[config.mk]
export PLATFORM = sky130hd
export DESIGN_NAME = sfsm_dp
export DESIGN_NICKNAME = d
export VERILOG_FILES = /design/src/hw/rtl/sfsm_pkg.sv /design/src/hw/rtl/sfsm_dp.sv
export SDC_FILE = /design/constraint.sdc
export NUM_CORES = 1
export LEC_CHECK = 0
export ABC_AREA = 1
export BUFFER_PORTS_ARGS = -buffer_cell sky130_fd_sc_hd__clkbuf_2
export CAP_MARGIN = 40
export CORE_MARGIN = 1
export CORE_UTILIZATION = 35
export CTS_BUF_LIST = sky130_fd_sc_hd__clkbuf_2 sky130_fd_sc_hd__clkbuf_4 sky130_fd_sc_hd__clkbuf_8
export CTS_CLUSTER_DIAMETER = 40
export DETAILED_ROUTE_END_ITERATION = 6
export MAX_ROUTING_LAYER = met4
export PLACE_DENSITY_LB_ADDON = 0.15
export RECOVER_POWER = 100
export SETUP_SLACK_MARGIN = 0.5
export SLEW_MARGIN = 5
export SYNTH_ARGS = -nofsm -noshare
export SYNTH_HDL_FRONTEND = slang
export SYNTH_SLANG_ARGS = --single-unit
[constraint.sdc]
create_clock -name clock -period 3.1 [get_ports clock]
set_input_delay 0.465 -clock clock [delete_from_list [all_inputs] [get_ports clock]]
set_output_delay 0.465 -clock clock [all_outputs]
set_load 0.02 [all_outputs]
[src/hw/rtl/sfsm_pkg.sv]
// Shared constants, micro-op codes and control structs for the SPI flash slave model.
package sfsm_pkg;

   localparam int MEM_WORDS_DEF    = 65536;
   localparam int SECTOR_WORDS_DEF = 1024;

   // SPI opcodes
   localparam logic [7:0] OPC_READ_STATUS = 8'h05;
   localparam logic [7:0] OPC_WRITE_EN    = 8'h06;
   localparam logic [7:0] OPC_WRITE_DIS   = 8'h04;
   localparam logic [7:0] OPC_JEDEC_ID    = 8'h9F;
   localparam logic [7:0] OPC_FAST_READ   = 8'h0B;
   localparam logic [7:0] OPC_PAGE_PROG   = 8'h02;
   localparam logic [7:0] OPC_SECT_ERASE  = 8'h20;

   localparam logic [7:0]  JEDEC_MFR   = 8'hAA;
   localparam logic [7:0]  STATUS_WEL  = 8'h02;
   localparam logic [7:0]  IDLE_BYTE   = 8'hFF;
   localparam logic [31:0] ERASED_WORD = 32'hFFFF_FFFF;

   // transaction phases
   localparam logic [3:0] PH_IDLE     = 4'd0;
   localparam logic [3:0] PH_HOLD     = 4'd1;
   localparam logic [3:0] PH_STATUS   = 4'd2;
   localparam logic [3:0] PH_ID0      = 4'd3;
   localparam logic [3:0] PH_ID1      = 4'd4;
   localparam logic [3:0] PH_ID2      = 4'd5;
   localparam logic [3:0] PH_ADDR_HI  = 4'd6;
   localparam logic [3:0] PH_ADDR_MID = 4'd7;
   localparam logic [3:0] PH_ADDR_LO  = 4'd8;
   localparam logic [3:0] PH_DUMMY    = 4'd9;
   localparam logic [3:0] PH_READ     = 4'd10;
   localparam logic [3:0] PH_PROG     = 4'd11;

   // error codes
   localparam logic [2:0] ERR_OK         = 3'd0;
   localparam logic [2:0] ERR_MISALIGNED = 3'd1;
   localparam logic [2:0] ERR_RANGE      = 3'd2;
   localparam logic [2:0] ERR_NOT_ERASED = 3'd3;
   localparam logic [2:0] ERR_PAGE_OVF   = 3'd4;

   // micro-ops driving the datapath
   localparam logic [3:0] U_NOP      = 4'd0;
   localparam logic [3:0] U_ABORT    = 4'd1;
   localparam logic [3:0] U_CMD      = 4'd2;
   localparam logic [3:0] U_STATUS   = 4'd3;
   localparam logic [3:0] U_ID       = 4'd4;
   localparam logic [3:0] U_ADDR_HI  = 4'd5;
   localparam logic [3:0] U_ADDR_MID = 4'd6;
   localparam logic [3:0] U_ADDR_LO  = 4'd7;
   localparam logic [3:0] U_ERASE    = 4'd8;
   localparam logic [3:0] U_DUMMY    = 4'd9;
   localparam logic [3:0] U_READ     = 4'd10;
   localparam logic [3:0] U_PROGRAM  = 4'd11;
   localparam logic [3:0] U_CLEAR    = 4'd12;
   localparam logic [3:0] U_FIN      = 4'd13;

   // sequencer branch conditions
   localparam logic [2:0] C_NEXT      = 3'd0;
   localparam logic [2:0] C_GOTO      = 3'd1;
   localparam logic [2:0] C_WAIT_IN   = 3'd2;
   localparam logic [2:0] C_DISPATCH  = 3'd3;
   localparam logic [2:0] C_IF_ERASE  = 3'd4;
   localparam logic [2:0] C_LOOP_SECT = 3'd5;
   localparam logic [2:0] C_LOOP_MEM  = 3'd6;
   localparam logic [2:0] C_WAIT_OUT  = 3'd7;

   typedef struct packed {
      logic [3:0] uop;
      logic [2:0] cond;
      logic [4:0] target;
   } uword_type;

   // sequencer -> datapath
   typedef struct packed {
      logic       fetch;
      logic [3:0] uop;
   } ctrl_type;

   // datapath -> sequencer
   typedef struct packed {
      logic       accept;
      logic       desel;
      logic [3:0] phase;
      logic       erase_go;
      logic       sect_last;
      logic       mem_last;
      logic       out_free;
   } stat_type;

endpackage

[src/hw/rtl/sfsm_dp.sv]
// Datapath: transaction registers, beat capture, memory access and result register.
module sfsm_dp #(
   parameter int MEM_WORDS    = sfsm_pkg::MEM_WORDS_DEF,
   parameter int SECTOR_WORDS = sfsm_pkg::SECTOR_WORDS_DEF
) (
   input  logic                         clock,
   input  logic                         reset,
   input  sfsm_pkg::ctrl_type           ctrl,
   output sfsm_pkg::stat_type           stat,
   input  logic                         in_valid,
   output logic                         in_ready,
   input  logic                         in_desel,
   input  logic                         in_eoc,
   input  logic [7:0]                   in_byte,
   output logic                         out_valid,
   input  logic                         out_ready,
   output logic [7:0]                   out_byte,
   output logic                         out_err_valid,
   output logic [2:0]                   out_err_code,
   output logic                         mem_wr_en,
   output logic [$clog2(MEM_WORDS)-1:0] mem_wr_addr,
   output logic [31:0]                  mem_wr_data,
   output logic [$clog2(MEM_WORDS)-1:0] mem_rd_addr,
   input  logic [31:0]                  mem_rd_data
);

   localparam int          AW        = $clog2(MEM_WORDS);
   localparam logic [24:0] MEM_BYTES = 25'(MEM_WORDS * 4);
   localparam logic [25:0] MEM_LIM   = 26'(MEM_WORDS);
   localparam logic [25:0] SECT_LEN  = 26'(SECTOR_WORDS);
   localparam logic [AW-1:0] SECT_LAST = AW'(SECTOR_WORDS - 1);
   localparam logic [AW-1:0] MEM_LAST  = AW'(MEM_WORDS - 1);
   localparam logic [7:0]  ID_HI     = 8'((MEM_WORDS >> 18) & 255);
   localparam logic [7:0]  ID_LO     = 8'((MEM_WORDS >> 10) & 255);

   function automatic logic [23:0] next_addr(input logic [23:0] a);
      logic [24:0] inc;
      inc = {1'b0, a} + 25'd1;
      return (inc >= MEM_BYTES) ? 24'd0 : inc[23:0];
   endfunction

   // transaction state
   logic [3:0]    phase_ff, phase_in;
   logic [7:0]    opcode_ff, opcode_in;
   logic          wen_ff, wen_in;
   logic [23:0]   addr_ff, addr_in;
   logic [AW-1:0] cnt_ff, cnt_in;
   // captured beat
   logic          desel_ff, eoc_ff;
   logic [7:0]    byte_ff;
   // result being built
   logic [7:0]    rx_ff, rx_in;
   logic          ev_ff, ev_in;
   logic [2:0]    ec_ff, ec_in;
   // output register
   logic          rsp_valid_ff, rsp_valid_in;
   logic [7:0]    rsp_byte_ff;
   logic          rsp_ev_ff;
   logic [2:0]    rsp_ec_ff;

   logic          accept, out_free;
   logic [23:0]   addr_lo;
   logic          lo_in_range, lo_aligned, lo_fits;
   logic [25:0]   sect_end;
   logic [4:0]    lane_sh;
   logic [7:0]    lane;
   logic [7:0]    merged;
   logic [23:0]   addr_next;
   logic [AW-1:0] word_idx;

   assign accept   = in_valid && ctrl.fetch;
   assign in_ready = ctrl.fetch;
   assign out_free = !rsp_valid_ff || out_ready;

   assign addr_lo     = {addr_ff[23:8], byte_ff};
   assign lo_in_range = {1'b0, addr_lo} < MEM_BYTES;
   assign lo_aligned  = (addr_lo[1:0] == 2'd0);
   assign sect_end    = 26'(addr_lo[23:2]) + SECT_LEN;
   assign lo_fits     = !(sect_end > MEM_LIM);

   assign word_idx  = addr_ff[AW+1:2];
   assign lane_sh   = {addr_ff[1:0], 3'b000};
   assign lane      = 8'(mem_rd_data >> lane_sh);
   assign merged    = lane & byte_ff;
   assign addr_next = next_addr(addr_ff);

   assign stat.accept    = accept;
   assign stat.desel     = desel_ff;
   assign stat.phase     = phase_ff;
   assign stat.erase_go  = lo_in_range && (opcode_ff == sfsm_pkg::OPC_SECT_ERASE) && wen_ff
                           && lo_aligned && lo_fits;
   assign stat.sect_last = (cnt_ff == SECT_LAST);
   assign stat.mem_last  = (cnt_ff == MEM_LAST);
   assign stat.out_free  = out_free;

   assign mem_rd_addr = word_idx;

   always_comb begin
      phase_in     = phase_ff;
      opcode_in    = opcode_ff;
      wen_in       = wen_ff;
      addr_in      = addr_ff;
      cnt_in       = cnt_ff;
      rx_in        = rx_ff;
      ev_in        = ev_ff;
      ec_in        = ec_ff;
      rsp_valid_in = rsp_valid_ff && !out_ready;
      mem_wr_en    = 1'b0;
      mem_wr_addr  = word_idx;
      mem_wr_data  = sfsm_pkg::ERASED_WORD;

      if (accept) begin
         rx_in = sfsm_pkg::IDLE_BYTE;
         ev_in = 1'b0;
         ec_in = sfsm_pkg::ERR_OK;
      end

      unique case (ctrl.uop)
         sfsm_pkg::U_ABORT: phase_in = sfsm_pkg::PH_IDLE;
         sfsm_pkg::U_CMD: begin
            opcode_in = byte_ff;
            unique case (byte_ff)
               sfsm_pkg::OPC_READ_STATUS: phase_in = sfsm_pkg::PH_STATUS;
               sfsm_pkg::OPC_FAST_READ,
               sfsm_pkg::OPC_PAGE_PROG,
               sfsm_pkg::OPC_SECT_ERASE:  phase_in = sfsm_pkg::PH_ADDR_HI;
               sfsm_pkg::OPC_WRITE_EN: begin
                  phase_in = sfsm_pkg::PH_HOLD;
                  wen_in   = 1'b1;
               end
               sfsm_pkg::OPC_WRITE_DIS: begin
                  phase_in = sfsm_pkg::PH_HOLD;
                  wen_in   = 1'b0;
               end
               sfsm_pkg::OPC_JEDEC_ID:    phase_in = sfsm_pkg::PH_ID0;
               default: ;
            endcase
         end
         sfsm_pkg::U_STATUS: begin
            rx_in    = wen_ff ? sfsm_pkg::STATUS_WEL : 8'h00;
            phase_in = sfsm_pkg::PH_HOLD;
         end
         sfsm_pkg::U_ID: begin
            priority if (phase_ff == sfsm_pkg::PH_ID0) begin
               rx_in    = sfsm_pkg::JEDEC_MFR;
               phase_in = sfsm_pkg::PH_ID1;
            end else if (phase_ff == sfsm_pkg::PH_ID1) begin
               rx_in    = ID_HI;
               phase_in = sfsm_pkg::PH_ID2;
            end else begin
               rx_in    = ID_LO;
               phase_in = sfsm_pkg::PH_HOLD;
            end
         end
         sfsm_pkg::U_ADDR_HI: begin
            addr_in  = {byte_ff, 16'h0000};
            phase_in = sfsm_pkg::PH_ADDR_MID;
         end
         sfsm_pkg::U_ADDR_MID: begin
            addr_in  = {addr_ff[23:16], byte_ff, 8'h00};
            phase_in = sfsm_pkg::PH_ADDR_LO;
         end
         sfsm_pkg::U_ADDR_LO: begin
            addr_in = addr_lo;
            cnt_in  = '0;
            if (!lo_in_range) begin
               phase_in = sfsm_pkg::PH_HOLD;
            end else begin
               priority case (opcode_ff)
                  sfsm_pkg::OPC_SECT_ERASE: begin
                     if (wen_ff) begin
                        ev_in = 1'b1;
                        priority if (!lo_aligned) ec_in = sfsm_pkg::ERR_MISALIGNED;
                        else if (!lo_fits)        ec_in = sfsm_pkg::ERR_RANGE;
                        else                      ec_in = sfsm_pkg::ERR_OK;
                     end
                     wen_in   = 1'b0;
                     phase_in = sfsm_pkg::PH_HOLD;
                  end
                  sfsm_pkg::OPC_FAST_READ: phase_in = sfsm_pkg::PH_DUMMY;
                  sfsm_pkg::OPC_PAGE_PROG: phase_in = sfsm_pkg::PH_PROG;
                  default:                 phase_in = sfsm_pkg::PH_IDLE;
               endcase
            end
         end
         sfsm_pkg::U_ERASE: begin
            mem_wr_en   = 1'b1;
            mem_wr_addr = word_idx + cnt_ff;
            cnt_in      = stat.sect_last ? '0 : cnt_ff + AW'(1);
         end
         sfsm_pkg::U_DUMMY: phase_in = sfsm_pkg::PH_READ;
         sfsm_pkg::U_READ: begin
            rx_in   = lane;
            addr_in = addr_next;
         end
         sfsm_pkg::U_PROGRAM: begin
            if ((~(lane | byte_ff)) != 8'h00) begin
               ev_in    = 1'b1;
               ec_in    = sfsm_pkg::ERR_NOT_ERASED;
               phase_in = sfsm_pkg::PH_IDLE;
            end else begin
               mem_wr_en   = 1'b1;
               mem_wr_data = (mem_rd_data & ~(32'h0000_00FF << lane_sh))
                             | (32'(merged) << lane_sh);
               addr_in     = addr_next;
               if (addr_next[7:0] == 8'h00 && !eoc_ff) begin
                  ev_in    = 1'b1;
                  ec_in    = sfsm_pkg::ERR_PAGE_OVF;
                  phase_in = sfsm_pkg::PH_IDLE;
               end
            end
         end
         sfsm_pkg::U_CLEAR: begin
            mem_wr_en   = 1'b1;
            mem_wr_addr = cnt_ff;
            cnt_in      = stat.mem_last ? '0 : cnt_ff + AW'(1);
         end
         sfsm_pkg::U_FIN: begin
            if (out_free) begin
               rsp_valid_in = 1'b1;
               if (!desel_ff && eoc_ff) begin
                  phase_in = sfsm_pkg::PH_IDLE;
               end
            end
         end
         default: ;
      endcase
   end

   always_ff @(posedge clock) begin
      if (reset) begin
         phase_ff     <= sfsm_pkg::PH_IDLE;
         opcode_ff    <= 8'h00;
         wen_ff       <= 1'b0;
         addr_ff      <= 24'h000000;
         cnt_ff       <= '0;
         rsp_valid_ff <= 1'b0;
      end else begin
         phase_ff     <= phase_in;
         opcode_ff    <= opcode_in;
         wen_ff       <= wen_in;
         addr_ff      <= addr_in;
         cnt_ff       <= cnt_in;
         rsp_valid_ff <= rsp_valid_in;
      end
   end

   always_ff @(posedge clock) begin
      if (accept) begin
         desel_ff <= in_desel;
         eoc_ff   <= in_eoc;
         byte_ff  <= in_byte;
      end
      rx_ff <= rx_in;
      ev_ff <= ev_in;
      ec_ff <= ec_in;
      if (ctrl.uop == sfsm_pkg::U_FIN && out_free) begin
         rsp_byte_ff <= rx_ff;
         rsp_ev_ff   <= ev_ff;
         rsp_ec_ff   <= ec_ff;
      end
   end

   assign out_valid     = rsp_valid_ff;
   assign out_byte      = rsp_byte_ff;
   assign out_err_valid = rsp_ev_ff;
   assign out_err_code  = rsp_ec_ff;

endmodule

* After elaboration in Yosys (flattened, before gate mapping)
Index checks and enable logic that the tools add are counted.
Storage, ports and cells: output and inout bits 89, register bits 88, RAM bits 0, latch bits 0, input port bits 51, logic and storage cells 151, memories kept 0, bits in read-only memories 0
Cells by class: divide/modulo/power cells 0, multiplexer cells 48, $mul 0, order comparisons 3, add/sub/neg operators 4, bitwise gates (word level) 8, equal/unequal tests 35, shift operators 3, reductions and logical operators 33
Operator list (number):
- one-hot mux 24 bit (5 select lines) | 1
- 2-to-1 mux 32 bit | 2
- 2-to-1 mux 24 bit | 2
- one-hot mux 16 bit (3 select lines) | 1
- one-hot mux 4 bit (10 select lines) | 1
- AND 32 bit | 1
- 2-to-1 mux 16 bit | 2
- inverter 32 bit | 1
- OR 32 bit | 1
- one-hot mux 16 bit (2 select lines) | 1
- left shift 8 x 5 -> 32 bit | 1
- left shift 8 x 5 -> 32 bit (first input constant) | 1
- >> shifter 32 x 5 -> 8 bit | 1
- adder 24 x 1 -> 25 bit (second input constant) | 1
- >= comparator 25 x 19 -> 1 bit (second input constant) | 1
- equality test 4 bit (second input constant) | 6
- equality test 8 x 3 -> 1 bit (second input constant) | 3
- less-than comparator 24 x 19 -> 1 bit (second input constant) | 1
- 2-to-1 mux 3 bit | 8
- one-hot mux 8 bit (3 select lines) | 1
- adder 22 x 11 -> 23 bit (second input constant) | 1
- greater-than comparator 23 x 17 -> 1 bit (second input constant) | 1
- equality test 4 x 3 -> 1 bit (second input constant) | 5
- 2-to-1 mux 4 bit | 5
- 42 further kinds | 85

* Depth between registers and ports, before layout
depth after elaboration 8, mapped depth 18, gate-level depth less buffers 17

* Least setup slack after synthesis
No wires, ideal clock.
kind reg2out, from reg addr_ff[2], to out mem_wr_addr[12], arrival time 2.222 ns, path slack 0.413 ns, stages on the path, launching flop included 16, path buffers 0, data required time 2.635 ns, cells stage by stage dfxtp_1 ha_1 fa_1 nand3_1 nand2_1 nand2_1 nand2_1 a21oi_1 nor2_1 o22ai_1 o21ai_0 nand3_1 nand2_1 nand2_1 nand3_1 nand2_1
On the way: cells in the longest elaborated chain, start to end 2
RTL lines:
- from (decl) | line sfsm_dp.sv:46 | logic [23:0] addr_ff, addr_in;
- from (signal assigned) | line sfsm_dp.sv:242 | addr_ff <= addr_in;
- adder 16 bit | line sfsm_dp.sv:188 | mem_wr_addr = word_idx + cnt_ff;
- one-hot mux 16 bit (2 select lines) | line sfsm_dp.sv:118 | unique case (ctrl.uop)
- to (decl) | line sfsm_dp.sv:21 | output logic [$clog2(MEM_WORDS)-1:0] mem_wr_addr,
Every way passes these cells.

* Final worst setup path
from reg addr_ff[12], to out mem_wr_addr[13]
The elaborated chain is that of the path after synthesis.

==> flow_summary.toml <==
[pwr]
p_leak_nw = 4.026
cellPowerDensity_nw_per_um2 = 289.7
peakVddDrop_uv = 185.8

[clock_tree]
numCtsBuffers = 9
htreeDepth = 3
cts_hold_buf = 0
clk_latency_ns = 0.39
cts_tree = "yes"
cts.sinks = 88
clk_pin_slew_ns = 0.11
clockRootBuffer = "clkbuf_8"
ctsLongestPathBuffers = 2

[timing]
worst_pin_slew_ns = 0.8249
worst_slack_ns = 0.1288
setup_viol = 0
fin_tns_setup_ns = 0
slew_viol_final = 0
fin_crit_sh_pct = 95.85
skew_ns = 0.01576
period_needed_ns = 2.971
rsz0062_at_grt = "true"
fmax_mhz = 336.6
relSlewSlack_pct = 45.01
timing_hold_violations_final = 0

[outcome]
status = "finished, final reports clean"

[setup_path]
cp_num_buf_inv = 1
cp.required_ns = 2.63
cp-start-kind = "register"
cp.arrival_ns = 2.51
crit_family = "compound AO/OA/AOI/OAI gates"
cpMostUsedCell = "nand2_2"
critical_path_class = "register to output pin"
endpoint_kind = "output pin"
cp_cell_sequence = "ha_1 -> a21oi_1 -> nand2_4 -> a31o_4 -> nand2_2 -> nand2_2 -> o221ai_2 -> buf_8"
slowest_stage = "dfxtp_1"
slowest_delay_ns = 0.60
cp_max_fo = 7

[synthesis]
synth_cells = 1054
yosys.area.top_type = "dfxtp_1"
synth_ff_type = "dfxtp_1"
synth-seq-cells = 88
synth.cell_area_um2 = 7007
yosys_warnings = 0
synth_nets = 1126
synth_seq_area_share_pct = 29.43
syn_avg_cell_area_um2 = 6.648
synthTopCellsByCount = "nand2_1, inv_1, nor2_1, nand3_1, a21oi_1"
synth-edff-count = 30
synthTopCellsByArea = "dfxtp_1, edfxtp_1, nand2_1"
synth_cell_type_count = 48
synth_top_area_share_pct = 16.57
synthArstFlopShare_pct = 0
synth.most_common_cell = "nand2_1"

[die]
ioPinCount = 140
fp.coreArea_um2 = 19530
die_area_um2 = 20590
die_w_um = 143.5
rows = 51
die_y_um = 143.5
start_util_pct = 35.88

[routing]
drtIter0Drc = 577
ant_nets = 0
drt_pass1_iterations = 5
drc = 0
avgViaCountPerCell = 5.285
wl_um = 26550
vias = 8096
wl_per_cell_um = 17.33

[place]
hpwlAfterDp_um = 18990
place_ws_ns = 0.1660
globalplace.congestion = 0.9290
port_buffers = 139

[grt]
grt-ovfl-total = 0
grt_max_degree = 28
grt_pass1_vias = 7367
antenna_found_initial = 0
grt_pass1_wl_um = 39770
grt_use_total_pct = 26.15

[hold_path]
hold_path_class = "primary input to register"

[finish]
final_util_pct = 48.94
drive_gt1_share_pct = 28.81
nets = 1334
antenna_cells = 0
area_growth_pct = 36.37

[run]
max_cap_viol_count = 0
## metal layers
| layer | wire length, µm | GRT usage [%] |
|---|---|---|
| met4 | 863 | 9.574 |
| met3 | 1674 | 2.866 |
| met5 | 0 | - |
| met2 | 12420 | 42.00 |
| met1 | 11600 | 33.85 |
## area by class of cell
class | count | area, µm²
inverter | 159 | 599.3
clock buffer | 9 | 123.9
fill | 2043 | 9971
timing repair buffer | 249 | 1753
sequential | 88 | 2120
clock inverter | 7 | 83.83
multi-input combinational | 755 | 4544
tap | 265 | 331.6
## state kept, by name, indices dropped and copies added (netlist names)
| signal | count |
|---|---|
| phase_ff | 4 |
| out_err_code | 3 |
| desel_ff | 1 |
| wen_ff | 1 |
| out_byte | 8 |
| ec_ff | 3 |
| out_valid | 1 |
| cnt_ff | 16 |
| rx_ff | 8 |
| byte_ff | 8 |
| eoc_ff | 1 |
| opcode_ff | 8 |
| out_err_valid | 1 |
| addr_ff | 24 |
| ev_ff | 1 |
## cells in the final DEF (no fill, tap or decap), types with 10 or more instances in the layout
| cell | instances |
|---|---|
| dfxtp_2 | 13 |
| inv_1 | 149 |
| buf_4 | 69 |
| nand3_1 | 60 |
| edfxtp_1 | 30 |
| nor2_1 | 97 |
| clkbuf_8 | 11 |
| dfxtp_4 | 11 |
| dfxtp_1 | 34 |
| nand4_1 | 15 |
| nor2_2 | 14 |
| buf_6 | 27 |
| ha_4 | 10 |
| clkbuf_1 | 52 |
| xor2_1 | 18 |
| ha_1 | 10 |
| nor3_1 | 14 |
| o221ai_2 | 10 |
| clkbuf_2 | 78 |
| nand2_2 | 26 |
| nand3_2 | 10 |
| o21ai_0 | 45 |
| o22ai_1 | 13 |
| o211ai_1 | 42 |
| a21oi_1 | 56 |
| nand2_1 | 210 |
| nor2_4 | 12 |
## per-stage QoR
stage | hold slack [ns] | instances | area [µm²] | total power [W]
2_1_floorplan | 0.4003 | 1054 | 7012 | 0.001614
3_3_place_gp | 0.4028 | 1437 | 8000 | 0.001792
3_5_place_dp | 0.4045 | 1437 | 8000 | 0.001791
4_1_cts | 0.2386 | 1502 | 9100 | 0.002729
5_1_grt | 0.2390 | 1532 | 9555 | 0.002889
6_report | 0.2462 | 1532 | 9555 | 0.002768
## cell families after synthesis
| logic type | count (synthesis) | synth area share [%] |
|---|---|---|
| flops | 88 | 29.43 |
| simple gates | 483 | 30.39 |
| compound gates | 226 | 20.27 |
| xor+xnor | 25 | 3.125 |
| fa+ha+maj | 21 | 3.857 |
| buf+inv | 211 | 12.93 |
## power breakdown
group          leakage, nW  total, W  internal [W]  switching, W
registers            0.769   0.00129       0.00124     0.0000475
clock network        0.110  0.000905      0.000392      0.000513
logic                 3.15  0.000574      0.000208      0.000366
total                 4.03   0.00277       0.00184      0.000926
## worst paths after layout
path	start	to	slack, ns	cells past startpoint
max	addr_ff[12]	mem_wr_addr[13]	0.13	8
max reg2reg	cnt_ff[0]	cnt_ff[2]	0.25	17
min	in_byte[4]	byte_ff[4]	0.25	1
min reg2reg	rx_ff[7]	out_byte[7]	0.43	0
## timing repair
| action | CTS | global route |
|---|---|---|
| setup endpoints to repair | 51 | 72 |
| cloned | 3 | 3 |
| hold endpoints to repair | 0 | 0 |
| pin swaps | 32 | 54 |
| setup buffers | 46 | 27 |
| resized for setup | 122 | 151 |
Power figures use the tool's default switching activity.
